--- config.mk ---
export PLATFORM = sky130hd
export DESIGN_NAME = uart_8n1_transceiver
export DESIGN_NICKNAME = d
export VERILOG_FILES = /design/src/rtl/uart_pkg.sv /design/src/rtl/uart_8n1_transceiver.sv /design/src/rtl/uart_tx.sv /design/src/rtl/uart_rx.sv /design/src/rtl/uart_ring.sv
export VERILOG_INCLUDE_DIRS = /design/src /design/src/rtl
export SDC_FILE = /design/constraint.sdc
export NUM_CORES = 1
export LEC_CHECK = 0
export BUFFER_PORTS_ARGS = -buffer_cell sky130_fd_sc_hd__buf_2
export CORE_MARGIN = 2
export CORE_UTILIZATION = 62
export CTS_CLUSTER_DIAMETER = 150
export DETAILED_ROUTE_END_ITERATION = 12
export HOLD_SLACK_MARGIN = 0.1
export PLACE_DENSITY = 0.89
export RECOVER_POWER = 25
export SLEW_MARGIN = 10
export SYNTH_ARGS = -nofsm -noshare
export SYNTH_HDL_FRONTEND = slang
export SYNTH_SLANG_ARGS = --single-unit
--- constraint.sdc ---
create_clock -name clk -period 8.6 [get_ports clk]
set_input_delay 0.86 -clock clk [delete_from_list [all_inputs] [get_ports clk]]
set_output_delay 0.86 -clock clk [all_outputs]
set_load 0.005 [all_outputs]
--- src/rtl/assert_macros.svh ---
// Assertion macros shared by the transceiver top level and the receive ring.
`ifndef ASSERT_MACROS_SVH
`define ASSERT_MACROS_SVH

// Property checked on every rising clock edge outside reset.
`define ASSERT_CLK(lbl, prop, msg) \
	lbl: assert property (@(posedge clk) disable iff (!arst_n) (prop)) else $error(msg);

// Condition that must never be seen on a rising clock edge outside reset.
`define ASSERT_NEVER(lbl, cond, msg) \
	`ASSERT_CLK(lbl, !(cond), msg)

`endif

--- src/rtl/uart_pkg.sv ---
// Types and constants shared by the UART transceiver modules.
package uart_pkg;

	localparam int unsigned RING_DEPTH = 64;
	localparam int unsigned RING_AW = $clog2(RING_DEPTH);

	localparam logic [15:0] BIT_PERIOD_RESET = 16'd434;
	localparam logic [15:0] BIT_PERIOD_MIN = 16'd2;

	// Start bit, eight data bits and the stop bit.
	localparam logic [3:0] TX_FRAME_BITS = 4'd10;
	localparam logic [3:0] RX_DATA_BITS = 4'd8;

	// Register index decoded from paddr[2].
	localparam logic REG_BIT_PERIOD = 1'b0;

	typedef struct packed {
		logic       rx_level;
		logic       send;
		logic [7:0] send_byte;
		logic [5:0] read_slot;
	} item_t;

	typedef struct packed {
		logic       tx_level;
		logic       tx_idle;
		logic       byte_stored;
		logic [7:0] received_byte;
		logic       data_ready;
		logic [5:0] write_slot;
		logic [7:0] slot_data;
	} result_t;

	typedef struct packed {
		logic               en;
		logic [RING_AW-1:0] addr;
		logic [7:0]         data;
	} ring_wr_t;

endpackage

--- src/rtl/uart_8n1_transceiver.sv ---
// UART 8N1 transceiver top level: APB register, item handshake and result register.
//
// Every accepted item is one baud-timer tick and gives exactly one result,
// presented on the cycle after the transfer; a new item is taken every clock
// cycle as long as the result side keeps up. The ring memory's read and write
// both happen on the accepting edge, with the read data registered. The ring's
// 64 entries carry reset-cleared valid bits, so the block takes items straight
// out of reset. bit_period sits at APB address 0 (reset 434, values below 2
// act as 2) and should only be written while no result is outstanding.
module uart_8n1_transceiver (
	input  logic             clk,
	input  logic             arst_n,
	input  logic             psel,
	input  logic             penable,
	input  logic             pwrite,
	input  logic [2:0]       paddr,
	input  logic [31:0]      pwdata,
	output logic [31:0]      prdata,
	output logic             pready,
	input  logic             item_valid,
	output logic             item_ready,
	input  uart_pkg::item_t  item,
	output logic             result_valid,
	input  logic             result_ready,
	output uart_pkg::result_t result
);
	import uart_pkg::*;
	`include "assert_macros.svh"

	logic               step;
	logic [15:0]        bit_period_q;
	logic [15:0]        period;
	logic               result_valid_q;
	ring_wr_t           ring_wr;
	logic [RING_AW-1:0] write_slot;

	assign pready = 1'b1;

	always_ff @(posedge clk or negedge arst_n) begin
		if (!arst_n) begin
			bit_period_q <= BIT_PERIOD_RESET;
		end else if (psel && penable && pwrite && (paddr[2] == REG_BIT_PERIOD)) begin
			bit_period_q <= pwdata[15:0];
		end
	end

	assign prdata = (paddr[2] == REG_BIT_PERIOD) ? {16'd0, bit_period_q} : 32'd0;
	assign period = (bit_period_q < BIT_PERIOD_MIN) ? BIT_PERIOD_MIN : bit_period_q;

	// Block state only moves on a transfer, so the result fields hold while
	// the result waits.
	assign item_ready = !result_valid_q || result_ready;
	assign step = item_valid && item_ready;

	always_ff @(posedge clk or negedge arst_n) begin
		if (!arst_n) begin
			result_valid_q <= 1'b0;
		end else if (step) begin
			result_valid_q <= 1'b1;
		end else if (result_ready) begin
			result_valid_q <= 1'b0;
		end
	end

	assign result_valid = result_valid_q;

	uart_tx u_tx (
		.clk       (clk),
		.arst_n    (arst_n),
		.step      (step),
		.send      (item.send),
		.send_byte (item.send_byte),
		.period    (period),
		.tx_level  (result.tx_level),
		.tx_idle   (result.tx_idle)
	);

	uart_rx u_rx (
		.clk           (clk),
		.arst_n        (arst_n),
		.step          (step),
		.rx_level      (item.rx_level),
		.period        (period),
		.wr            (ring_wr),
		.byte_stored   (result.byte_stored),
		.received_byte (result.received_byte),
		.data_ready    (result.data_ready),
		.write_slot    (write_slot)
	);

	assign result.write_slot = 6'(write_slot);

	uart_ring u_ring (
		.clk       (clk),
		.arst_n    (arst_n),
		.step      (step),
		.wr        (ring_wr),
		.read_slot (item.read_slot[RING_AW-1:0]),
		.slot_data (result.slot_data)
	);

	`ASSERT_CLK(a_stored_sets_ready,
		result_valid && result.byte_stored |-> result.data_ready,
		"byte stored without data_ready")
	`ASSERT_NEVER(a_idle_line_high,
		result.tx_idle && !result.tx_level,
		"transmit line low while transmitter idle")
	`ASSERT_CLK(a_slot_advances,
		step && ring_wr.en |=> write_slot == $past(ring_wr.addr) + 1'b1,
		"ring write index did not advance after a store")

endmodule

--- src/rtl/uart_tx.sv ---
// Transmit bit timer and frame shifter.
module uart_tx (
	input  logic        clk,
	input  logic        arst_n,
	input  logic        step,
	input  logic        send,
	input  logic [7:0]  send_byte,
	input  logic [15:0] period,
	output logic        tx_level,
	output logic        tx_idle
);
	import uart_pkg::*;

	logic [15:0] cnt_q, cnt_n;
	logic [3:0]  phase_q, phase_n;
	logic [7:0]  shift_q, shift_n;
	logic        line_q, line_n;
	logic [16:0] cnt_inc;
	logic [3:0]  phase_dec;

	assign cnt_inc = {1'b0, cnt_q} + 17'd1;
	assign phase_dec = phase_q - 4'd1;

	always_comb begin
		cnt_n = cnt_q;
		phase_n = phase_q;
		shift_n = shift_q;
		line_n = line_q;
		if (phase_q != 4'd0) begin
			if (cnt_inc >= {1'b0, period}) begin
				cnt_n = 16'd0;
				phase_n = phase_dec;
				if (phase_dec >= 4'd2) begin
					line_n = shift_q[0];
					shift_n = {1'b0, shift_q[7:1]};
				end else if (phase_dec == 4'd1) begin
					line_n = 1'b1;
				end
			end else begin
				cnt_n = cnt_inc[15:0];
			end
		end else if (send) begin
			phase_n = TX_FRAME_BITS;
			cnt_n = 16'd0;
			shift_n = send_byte;
			line_n = 1'b0;
		end
	end

	always_ff @(posedge clk or negedge arst_n) begin
		if (!arst_n) begin
			cnt_q <= 16'd0;
			phase_q <= 4'd0;
			shift_q <= 8'd0;
			line_q <= 1'b1;
		end else if (step) begin
			cnt_q <= cnt_n;
			phase_q <= phase_n;
			shift_q <= shift_n;
			line_q <= line_n;
		end
	end

	assign tx_level = line_q;
	assign tx_idle = (phase_q == 4'd0);

endmodule

--- src/rtl/uart_rx.sv ---
// Receive edge detect, sample timer, shifter and ring write pointer.
module uart_rx (
	input  logic                   clk,
	input  logic                   arst_n,
	input  logic                   step,
	input  logic                   rx_level,
	input  logic [15:0]            period,
	output uart_pkg::ring_wr_t     wr,
	output logic                   byte_stored,
	output logic [7:0]             received_byte,
	output logic                   data_ready,
	output logic [uart_pkg::RING_AW-1:0] write_slot
);
	import uart_pkg::*;

	logic               last_q;
	logic               busy_q, busy_n;
	logic [16:0]        cnt_q, cnt_n;
	logic [3:0]         bits_q, bits_n;
	logic [7:0]         shift_q, shift_n;
	logic               ready_q, ready_n;
	logic [RING_AW-1:0] widx_q;
	logic               stored_q;
	logic [7:0]         rbyte_q;
	logic [16:0]        half;
	logic [16:0]        target;
	logic [16:0]        cnt_inc;

	// First sample lands in the middle of bit 0: three halves of a period.
	assign half = {2'b00, period[15:1]};
	assign target = (bits_q == 4'd0) ? (half + {half[15:0], 1'b0}) : {1'b0, period};
	assign cnt_inc = cnt_q + 17'd1;

	always_comb begin
		busy_n = busy_q;
		cnt_n = cnt_q;
		bits_n = bits_q;
		shift_n = shift_q;
		ready_n = ready_q;
		wr.en = 1'b0;
		wr.addr = widx_q;
		wr.data = shift_q;
		if (busy_q) begin
			if (cnt_inc >= target) begin
				cnt_n = 17'd0;
				if (bits_q < RX_DATA_BITS) begin
					shift_n = {rx_level, shift_q[7:1]};
					bits_n = bits_q + 4'd1;
				end else begin
					wr.en = 1'b1;
					ready_n = 1'b1;
					busy_n = 1'b0;
					bits_n = 4'd0;
				end
			end else begin
				cnt_n = cnt_inc;
			end
		end else if (last_q && !rx_level) begin
			busy_n = 1'b1;
			ready_n = 1'b0;
			cnt_n = 17'd0;
			bits_n = 4'd0;
		end
	end

	always_ff @(posedge clk or negedge arst_n) begin
		if (!arst_n) begin
			last_q <= 1'b1;
			busy_q <= 1'b0;
			cnt_q <= 17'd0;
			bits_q <= 4'd0;
			shift_q <= 8'd0;
			ready_q <= 1'b0;
			widx_q <= '0;
			stored_q <= 1'b0;
			rbyte_q <= 8'd0;
		end else if (step) begin
			last_q <= rx_level;
			busy_q <= busy_n;
			cnt_q <= cnt_n;
			bits_q <= bits_n;
			shift_q <= shift_n;
			ready_q <= ready_n;
			stored_q <= wr.en;
			rbyte_q <= wr.en ? shift_q : 8'd0;
			if (wr.en) begin
				widx_q <= widx_q + 1'b1;
			end
		end
	end

	assign byte_stored = stored_q;
	assign received_byte = rbyte_q;
	assign data_ready = ready_q;
	assign write_slot = widx_q;

endmodule

--- src/rtl/uart_ring.sv ---
// Receive ring: synchronous memory, per-entry valid bits and write forwarding.
module uart_ring (
	input  logic                       clk,
	input  logic                       arst_n,
	input  logic                       step,
	input  uart_pkg::ring_wr_t         wr,
	input  logic [uart_pkg::RING_AW-1:0] read_slot,
	output logic [7:0]                 slot_data
);
	import uart_pkg::*;
	`include "assert_macros.svh"

	logic [7:0]            mem [RING_DEPTH];
	logic [RING_DEPTH-1:0] valid_q;
	logic [7:0]            rdata_q;
	logic                  rvalid_q;
	logic                  hit_q;
	logic [7:0]            fwd_q;

	// The memory returns the old entry, so a write to the slot being read
	// in the same transfer is forwarded around it.
	always_ff @(posedge clk) begin
		if (step) begin
			if (wr.en) begin
				mem[wr.addr] <= wr.data;
			end
			rdata_q <= mem[read_slot];
			fwd_q <= wr.data;
		end
	end

	// Entries never written since reset read as zero.
	always_ff @(posedge clk or negedge arst_n) begin
		if (!arst_n) begin
			valid_q <= '0;
			rvalid_q <= 1'b0;
			hit_q <= 1'b0;
		end else if (step) begin
			if (wr.en) begin
				valid_q[wr.addr] <= 1'b1;
			end
			rvalid_q <= valid_q[read_slot];
			hit_q <= wr.en && (wr.addr == read_slot);
		end
	end

	assign slot_data = hit_q ? fwd_q : (rvalid_q ? rdata_q : 8'd0);

	`ASSERT_CLK(a_fwd_same_slot,
		step && wr.en && (wr.addr == read_slot) |=> slot_data == $past(wr.data),
		"write to the slot being read was not forwarded")

endmodule

==> impl_metrics.env, run 1 <==
export IMPL_gp_congestion=0.864
export IMPL_routedWlPerCell_um=29.4
export IMPL_fin_crit_sh=0.750
export IMPL_fin_tns_setup_ns=0
export IMPL_syn_area_sq_um=30100
export IMPL_detailed_place_area_sq_um=30900
export IMPL_grt_max_degree=126
export IMPL_routed_wl_um=73300
export IMPL_fin_crit_ns=6.45
export IMPL_drive_gt1_frac=0.234
export IMPL_slowest_delay_ns=0.58
export IMPL_area_growth_pct=9.75
export IMPL_critPathMaxFanout=125
export IMPL_synth_top_area_share=0.527
export IMPL_rsz0062_at_grt="no"
export IMPL_yosys_top_cells_area="edfxtp_1, mux4_2, dfrtp_1"
export IMPL_cts_root_buf="clkbuf_16"
export IMPL_grtUsageMet1=0.413
export IMPL_regArea_sq_um=19800
export IMPL_ant_nets=0
export IMPL_hp_class="register to register"
export IMPL_clock_sinks=687
export IMPL_status="finished with violations"
export IMPL_core_area_sq_um=47800
export IMPL_p_int_mw=5.69
export IMPL_fillers=2798
export IMPL_grt_pass1_vias=17508
export IMPL_crit_required_ns=8.85
export IMPL_cp_start_kind="register"
export IMPL_start_util=0.629
export IMPL_dpl_hpwl_um=42000
export IMPL_synth_warnings=0
export IMPL_antenna_found_initial=3
export IMPL_viasPerCell=7.04
export IMPL_h_tree_depth=3
export IMPL_overflow=0
export IMPL_cts_buffer_depth=3
export IMPL_setup_viol=0
export IMPL_crit_chain="inv_1, ha_1, nor4b_1, nand4_1, nor2b_1, inv_1, ha_1, inv_1, fa_1, nor2b_1, o32a_1, o311ai_1, o211ai_1, a21o_1, a31oi_1, ha_1, and4_1, nand3_1, o311a_1, a21oi_4, buf_12, and3_1"
export IMPL_r2r_start="bit_period_q[14]"
export IMPL_die_h_um=224
export IMPL_grt_use_total=0.300
export IMPL_power_frac_clock=0.387
export IMPL_drc_errors=0
export IMPL_netSwitchingFraction=0.250
export IMPL_comb_power_share=0.111
export IMPL_drt_pre_antenna_iters=5
export IMPL_grt_busiest_layer="met2"
export IMPL_design_area_sq_um=33000
export IMPL_synthCells=1779
export IMPL_clkSlewWorstSetupHoldPaths_ns=0.06
export IMPL_max_freq_ghz=0.155
export IMPL_synth_avg_cell_area_sq_um=16.9
export IMPL_maxSlewViolCount=563
export IMPL_cts_tree="built"
export IMPL_rows=80
export IMPL_numCtsBuffers=70
export IMPL_clkLatencyLatePin_ns=0.62
export IMPL_hp_start="u_rx.last_q"
export IMPL_ys_flop_type="edfxtp_1"
export IMPL_portBuffers=83
export IMPL_grt_met3_usage=0.0515
export IMPL_max_cap_violations=8
export IMPL_cts_hold_buf=0
export IMPL_multi_input_area_sq_um=9490
export IMPL_violations="capacitance limit, slew limit"
export IMPL_crit_type="register to register"
export IMPL_leakage_nw=12.0
export IMPL_ctsResizeCount=0
export IMPL_synth_top_area_cell="edfxtp_1"
export IMPL_yosysSeqAreaShare=0.659
export IMPL_die_area_sq_um=50300
export IMPL_synth_distinct_cells=78
export IMPL_synth_edf_count=528
export IMPL_nets=1936
export IMPL_critPathCaptureType="register"
export IMPL_worst_path_max_delay_cell="and3_1"
export IMPL_worstPathArrival_ns=6.70
export IMPL_postSynth_asyncResetShare=0.231
export IMPL_clock_skew_ns=0.0256
export IMPL_post_cts_buffers=0
export IMPL_worst_slew_pin_slew_ns=4.68
export IMPL_grt_pass1_wl_um=111000
export IMPL_seqPwrFrac=0.501
export IMPL_p_switching_mw=1.90
export IMPL_num_vias=17588
export IMPL_ir_drop_uv=175
export IMPL_worstSetupStartpoint="bit_period_q[14]"
export IMPL_drt_initial_drc_count=2252
export IMPL_dieWidth_um=224
export IMPL_power_density_nw_per_um2=230
export IMPL_slew_headroom=-2.12
export IMPL_grt_use_met2=0.478
export IMPL_hold_viol=0
export IMPL_ios=119
export IMPL_ys_ff_latch=687
[flip-flops by register name, indices dropped and copies added (netlist names), 4 cells and up]
name and count:
u_rx.received_byte 8, u_tx.phase_q 4, u_rx.bits_q 4, u_ring.mem 512
u_rx.cnt_q 17, u_ring.valid_q 64, u_tx.shift_q 8, u_ring.rdata_q 8
bit_period_q 16, u_tx.cnt_q 16, u_rx.shift_q 8, u_rx.write_slot 6
u_ring.fwd_q 8
[power by group through the flow]
stage	Combinational, mW	Sequential, mW	Clock [mW]
floorplan	0.622	3.83	0
global placement	0.789	3.85	0
detailed placement	0.834	3.86	0
CTS	0.842	3.79	2.96
global route	0.932	3.82	3.09
finish	0.845	3.80	2.94
[routing by layer]
layer | part of all wire | wire length [um]
met5 | 0 | 0
met1 | 0.37 | 27000
met4 | 0.043 | 3130
met3 | 0.094 | 6860
met2 | 0.50 | 36400
[cell usage in the layout, fill, tap and decap left out, types with 6 or more instances in the layout]
cell,n
clkbuf_1,33
a22o_1,18
and3_1,67
mux2_1,18
nand2_1,77
clkinv_1,6
dfrtp_1,147
dfstp_2,7
nor3b_1,8
nand3_1,22
edfxtp_1,528
clkbuf_16,71
mux2i_1,7
o21ai_0,21
mux2_2,24
inv_1,32
nor3_1,17
nand4_1,14
nor2b_1,14
xor2_1,19
a21o_1,14
a32o_1,13
a21oi_1,27
buf_2,80
o211ai_1,11
o31ai_1,7
o21ai_1,17
a31o_1,58
conb_1,17
clkinv_2,10
a211oi_1,10
buf_4,21
mux4_2,186
xnor2_1,27
ha_1,55
o21a_1,11
nor2_1,52
and2_1,14
[synthesized netlist by cell type, drive strengths merged (7+ instances only)]
master and count:
o211ai 11, ha 55, mux2i 7, xor2 19, a21o 14, nand4 14
a32o 13, a21oi 29, o21a 11, dfstp 7, mux4 186, o31ai 7
a211oi 11, mux2 42, a31o 59, nor3 18, nand3 22, and3 67
nand2 77, edfxtp 528, inv 35, nor3b 11, xnor2 27, and2 14
a22o 18, nor2b 14, nor2 52, clkbuf 91, dfrtp 152, o21ai 38
buf 62
[path summary, 6_finish.rpt]
| kind | end | slack, ns | cells past startpoint |
|---|---|---|---|
| worst max-delay path | u_ring.mem[33][5] | 2.15 | 22 |
| worst min-delay path | u_rx.last_q | 0.45 | 2 |
| worst max register to register | u_ring.mem[33][5] | 2.15 | 22 |
| worst min register to register | u_rx.last_q | 0.45 | 2 |
| max in group asynchronous | u_rx.shift_q[7] | 3.67 | 1 |
| min in group asynchronous | bit_period_q[6] | 1.91 | 1 |
[kinds of logic (layout without fill, tap and decap cells)]
kind of cell,count (synthesis),in the layout,synth area share
buffers and inverters,188,274,0.0292
XOR/XNOR,46,46,0.0134
AND/OR/NAND/NOR,320,320,0.0556
adder cells (fa/ha/maj),56,56,0.0235
AO/OA/AOI/OAI,245,245,0.0620
other,2,19,0.000249
multiplexers,235,235,0.157
flip-flops,687,687,0.659
[critical path, delay by kind of cell (launching register included)]
| family | cells | cell delay (ns) |
|---|---|---|
| AND/OR/NAND/NOR | 7 | 1.88 |
| flip-flops | 1 | 0.42 |
| AO/OA/AOI/OAI | 7 | 1.94 |
| adder cells (fa/ha/maj) | 4 | 1.07 |
| buffers and inverters | 4 | 0.67 |
[cell type report]
| class | count | share of cell area |
|---|---|---|
| flip-flops and latches | 687 | 0.601 |
| multi-input cells | 919 | 0.287 |
| clock buffers | 103 | 0.0589 |
| well taps | 615 | 0.0233 |
| repair buffers | 109 | 0.0186 |
| clock inverters | 27 | 0.00742 |
| inverters | 35 | 0.00398 |
| diodes | 2 | 0.000151 |
[through the flow]
| step | cells | power (mW) | hold WS, ns | util | setup WS [ns] |
|---|---|---|---|---|---|
| finish | 2497 | 7.59 | 0.455 | 0.691 | 2.15 |
| global route | 2497 | 7.84 | 0.469 | 0.691 | 1.79 |
| CTS | 2495 | 7.60 | 0.323 | 0.691 | 2.31 |
| detailed placement | 2365 | 4.69 | 0.447 | 0.645 | 2.36 |
| global placement | 2365 | 4.64 | 0.433 | 0.645 | 2.53 |
| floorplan | 1794 | 4.45 | 0.423 | - | 3.46 |
(Power assumes the default switching activity.)
==> run 2: changes to the inputs <==
--- a/config.mk
+++ b/config.mk
@@ -8,11 +8,11 @@
 export LEC_CHECK = 0
 export BUFFER_PORTS_ARGS = -buffer_cell sky130_fd_sc_hd__buf_2
 export CORE_MARGIN = 2
-export CORE_UTILIZATION = 62
+export CORE_UTILIZATION = 56
 export CTS_CLUSTER_DIAMETER = 150
 export DETAILED_ROUTE_END_ITERATION = 12
 export HOLD_SLACK_MARGIN = 0.1
-export PLACE_DENSITY = 0.89
+export PLACE_DENSITY = 0.85
 export RECOVER_POWER = 25
 export SLEW_MARGIN = 10
 export SYNTH_ARGS = -nofsm -noshare
==> constraint.sdc (replaced) <==
create_clock -name clk -period 5.4 [get_ports clk]
set_input_delay 0.54 -clock clk [delete_from_list [all_inputs] [get_ports clk]]
set_output_delay 0.54 -clock clk [all_outputs]
set_load 0.005 [all_outputs]
==> impl_metrics.env, run 2 (synthesis gave the netlist of run 1 again) <==
export IMPL_violations="capacitance limit, slew limit"
export IMPL_viasPerCell=6.80
export IMPL_top_register="u_ring.mem"
export IMPL_status="finished with violations"
export IMPL_grt_busiest_layer="met2"
export IMPL_grt_pass1_wl_um=115000
export IMPL_portBuffers=83
export IMPL_hp_class="input pin to register"
export IMPL_fin_crit_ns=5.17
export IMPL_crit_required_ns=5.71
export IMPL_clock_skew_ns=0.0316
export IMPL_rows=84
export IMPL_cts_tree="built"
export IMPL_regArea_sq_um=19800
export IMPL_fin_crit_sh=0.958
export IMPL_slowest_delay_ns=0.41
export IMPL_h_tree_depth=3
export IMPL_pre_cts_slack_ns=-0.279
export IMPL_drt_initial_drc_count=2020
export IMPL_power_frac_clock=0.386
export IMPL_clkLatencyLatePin_ns=0.62
export IMPL_seqPwrFrac=0.498
export IMPL_worst_slew_pin_slew_ns=2.68
export IMPL_largest_register_ffs=512
export IMPL_dieWidth_um=236
export IMPL_grtUsageMet1=0.352
export IMPL_overflow=0
export IMPL_clkSlewWorstSetupHoldPaths_ns=0.06
export IMPL_setup_viol=0
export IMPL_multi_input_area_sq_um=9550
export IMPL_core_area_sq_um=52900
export IMPL_start_util=0.570
export IMPL_drt_pre_antenna_iters=5
export IMPL_crit_type="register to register"
export IMPL_dpl_hpwl_um=43700
export IMPL_detailed_place_area_sq_um=32100
export IMPL_die_h_um=236
export IMPL_p_switching_mw=3.00
export IMPL_ant_nets=0
export IMPL_slew_headroom=-0.786
export IMPL_area_growth_pct=14.4
export IMPL_worst_path_max_delay_cell="a211oi_4"
export IMPL_drive_gt1_frac=0.278
export IMPL_cts_buffer_depth=3
export IMPL_crit_chain="inv_1, ha_1, nor4b_2, nand4_1, nor2b_1, inv_1, ha_1, inv_1, fa_2, nor2b_4, o32a_1, o311ai_2, o211ai_1, buf_4, nand4b_1, nor3b_1, ha_1, and4_2, nand3_1, o311a_4, a211oi_4, buf_6, and2_1, buf_6"
export IMPL_setup_slack_ns=0.229
export IMPL_antenna_found_initial=2
export IMPL_max_cap_violations=4
export IMPL_ios=119
export IMPL_nets=2034
export IMPL_routedWlPerCell_um=29.0
export IMPL_critPathMaxFanout=8
export IMPL_p_int_mw=9.15
export IMPL_leakage_nw=12.7
export IMPL_die_area_sq_um=55600
export IMPL_clock_sinks=687
export IMPL_grt_use_met2=0.461
export IMPL_maxSlewViolCount=276
export IMPL_final_common_cell="edfxtp_1"
export IMPL_grt_max_degree=85
export IMPL_reg_top3="u_ring.mem x512, u_ring.valid_q x64, u_rx.cnt_q x17"
export IMPL_grt_met3_usage=0.0544
export IMPL_comb_power_share=0.116
export IMPL_drc_errors=0
export IMPL_grt_use_total=0.276
export IMPL_cp_start_kind="register"
export IMPL_netSwitchingFraction=0.247
export IMPL_cts_root_buf="clkbuf_16"
export IMPL_routed_wl_um=77100
export IMPL_ir_drop_uv=223
export IMPL_critPathCaptureType="register"
export IMPL_fillers=3282
export IMPL_numCtsBuffers=68
export IMPL_design_area_sq_um=34500
export IMPL_max_freq_ghz=0.193
export IMPL_worstPathArrival_ns=5.49
export IMPL_hold_viol=0
export IMPL_power_density_nw_per_um2=353
export IMPL_gp_congestion=0.869
export IMPL_grt_pass1_vias=18137
export IMPL_num_vias=18105
export IMPL_final_cell_mix="edfxtp_1, mux4_2, dfrtp_1"
run 2: cell types whose count changed in the layout (fill, tap and decap cells not counted), moves of 4 or more:
cell	delta
clkbuf_1	-16
bufinv_16	+4
dfrtp_1	+5
and2_1	-4
buf_4	+63
dfrtp_2	-5
buf_12	+38
run 2: worst paths after layout:
path                                   from                 end  slack [ns]  cells past startpoint
hold reg to reg                 u_rx.last_q         u_rx.last_q        0.46                      2
max in group asynchronous            arst_n  u_ring.valid_q[62]        3.38                      3
setup reg to reg           bit_period_q[14]   u_ring.mem[39][7]        0.23                     24
min in group asynchronous            arst_n    bit_period_q[12]        0.56                      2
hold / removal                     item[15]         u_rx.last_q        0.17                      3
setup / recovery           bit_period_q[14]   u_ring.mem[39][7]        0.23                     24
run 2: repair_timing:
item,4_1_cts,5_1_grt
pin swaps,2,4
hold buffers,1,0
cloned,0,1
hold endpoints to repair,77,0
endpoints found under the setup margin,519,596
resized for setup,4,15
buffers inserted,1,2
run 2: power by group through the flow:
stage | clock network (mW) | registers, mW | logic [mW]
2_1_floorplan | 0 | 6.10 | 0.991
3_3_place_gp | 0 | 6.13 | 1.30
3_5_place_dp | 0 | 6.15 | 1.36
4_1_cts | 4.73 | 6.04 | 1.39
5_1_grt | 4.92 | 6.07 | 1.55
6_report | 4.69 | 6.05 | 1.42
run 2: cell type report:
cell class | instances | area share
Tap cell | 688 | 0.0250
Multi-Input combinational cell | 919 | 0.277
Clock buffer | 88 | 0.0528
Antenna cell | 3 | 0.000218
Clock inverter | 32 | 0.0103
Sequential cell | 687 | 0.576
Timing Repair Buffer | 209 | 0.0550
Inverter | 35 | 0.00381
run 2: critical path: cells and delay by family, from the launching register on:
family,cells,cell delay [ns]
AOI/OAI and AO/OA,5,1.30
adders and majority gates,4,0.99
DFF,1,0.38
and+or+nand+nor,9,1.44
buffers and inverters,6,0.77
run 2: through the flow:
step	instances	util	setup TNS, ns	hold slack (ns)	total power [mW]
after floorplan	1794	-	0	0.244	7.09
after global placement	2533	0.608	-5.53	0.435	7.43
after detailed placement	2533	0.608	-15.23	0.444	7.51
after CTS	2655	0.650	0	0.142	12.2
after global routing	2660	0.652	-0.932	0.167	12.5
final	2661	0.652	0	0.172	12.2
run 2: metal layers:
metal | routed length (um) | part of all wire
met3 | 7290 | 0.095
met5 | 0 | 0
met2 | 38500 | 0.50
met4 | 4120 | 0.053
met1 | 27200 | 0.35
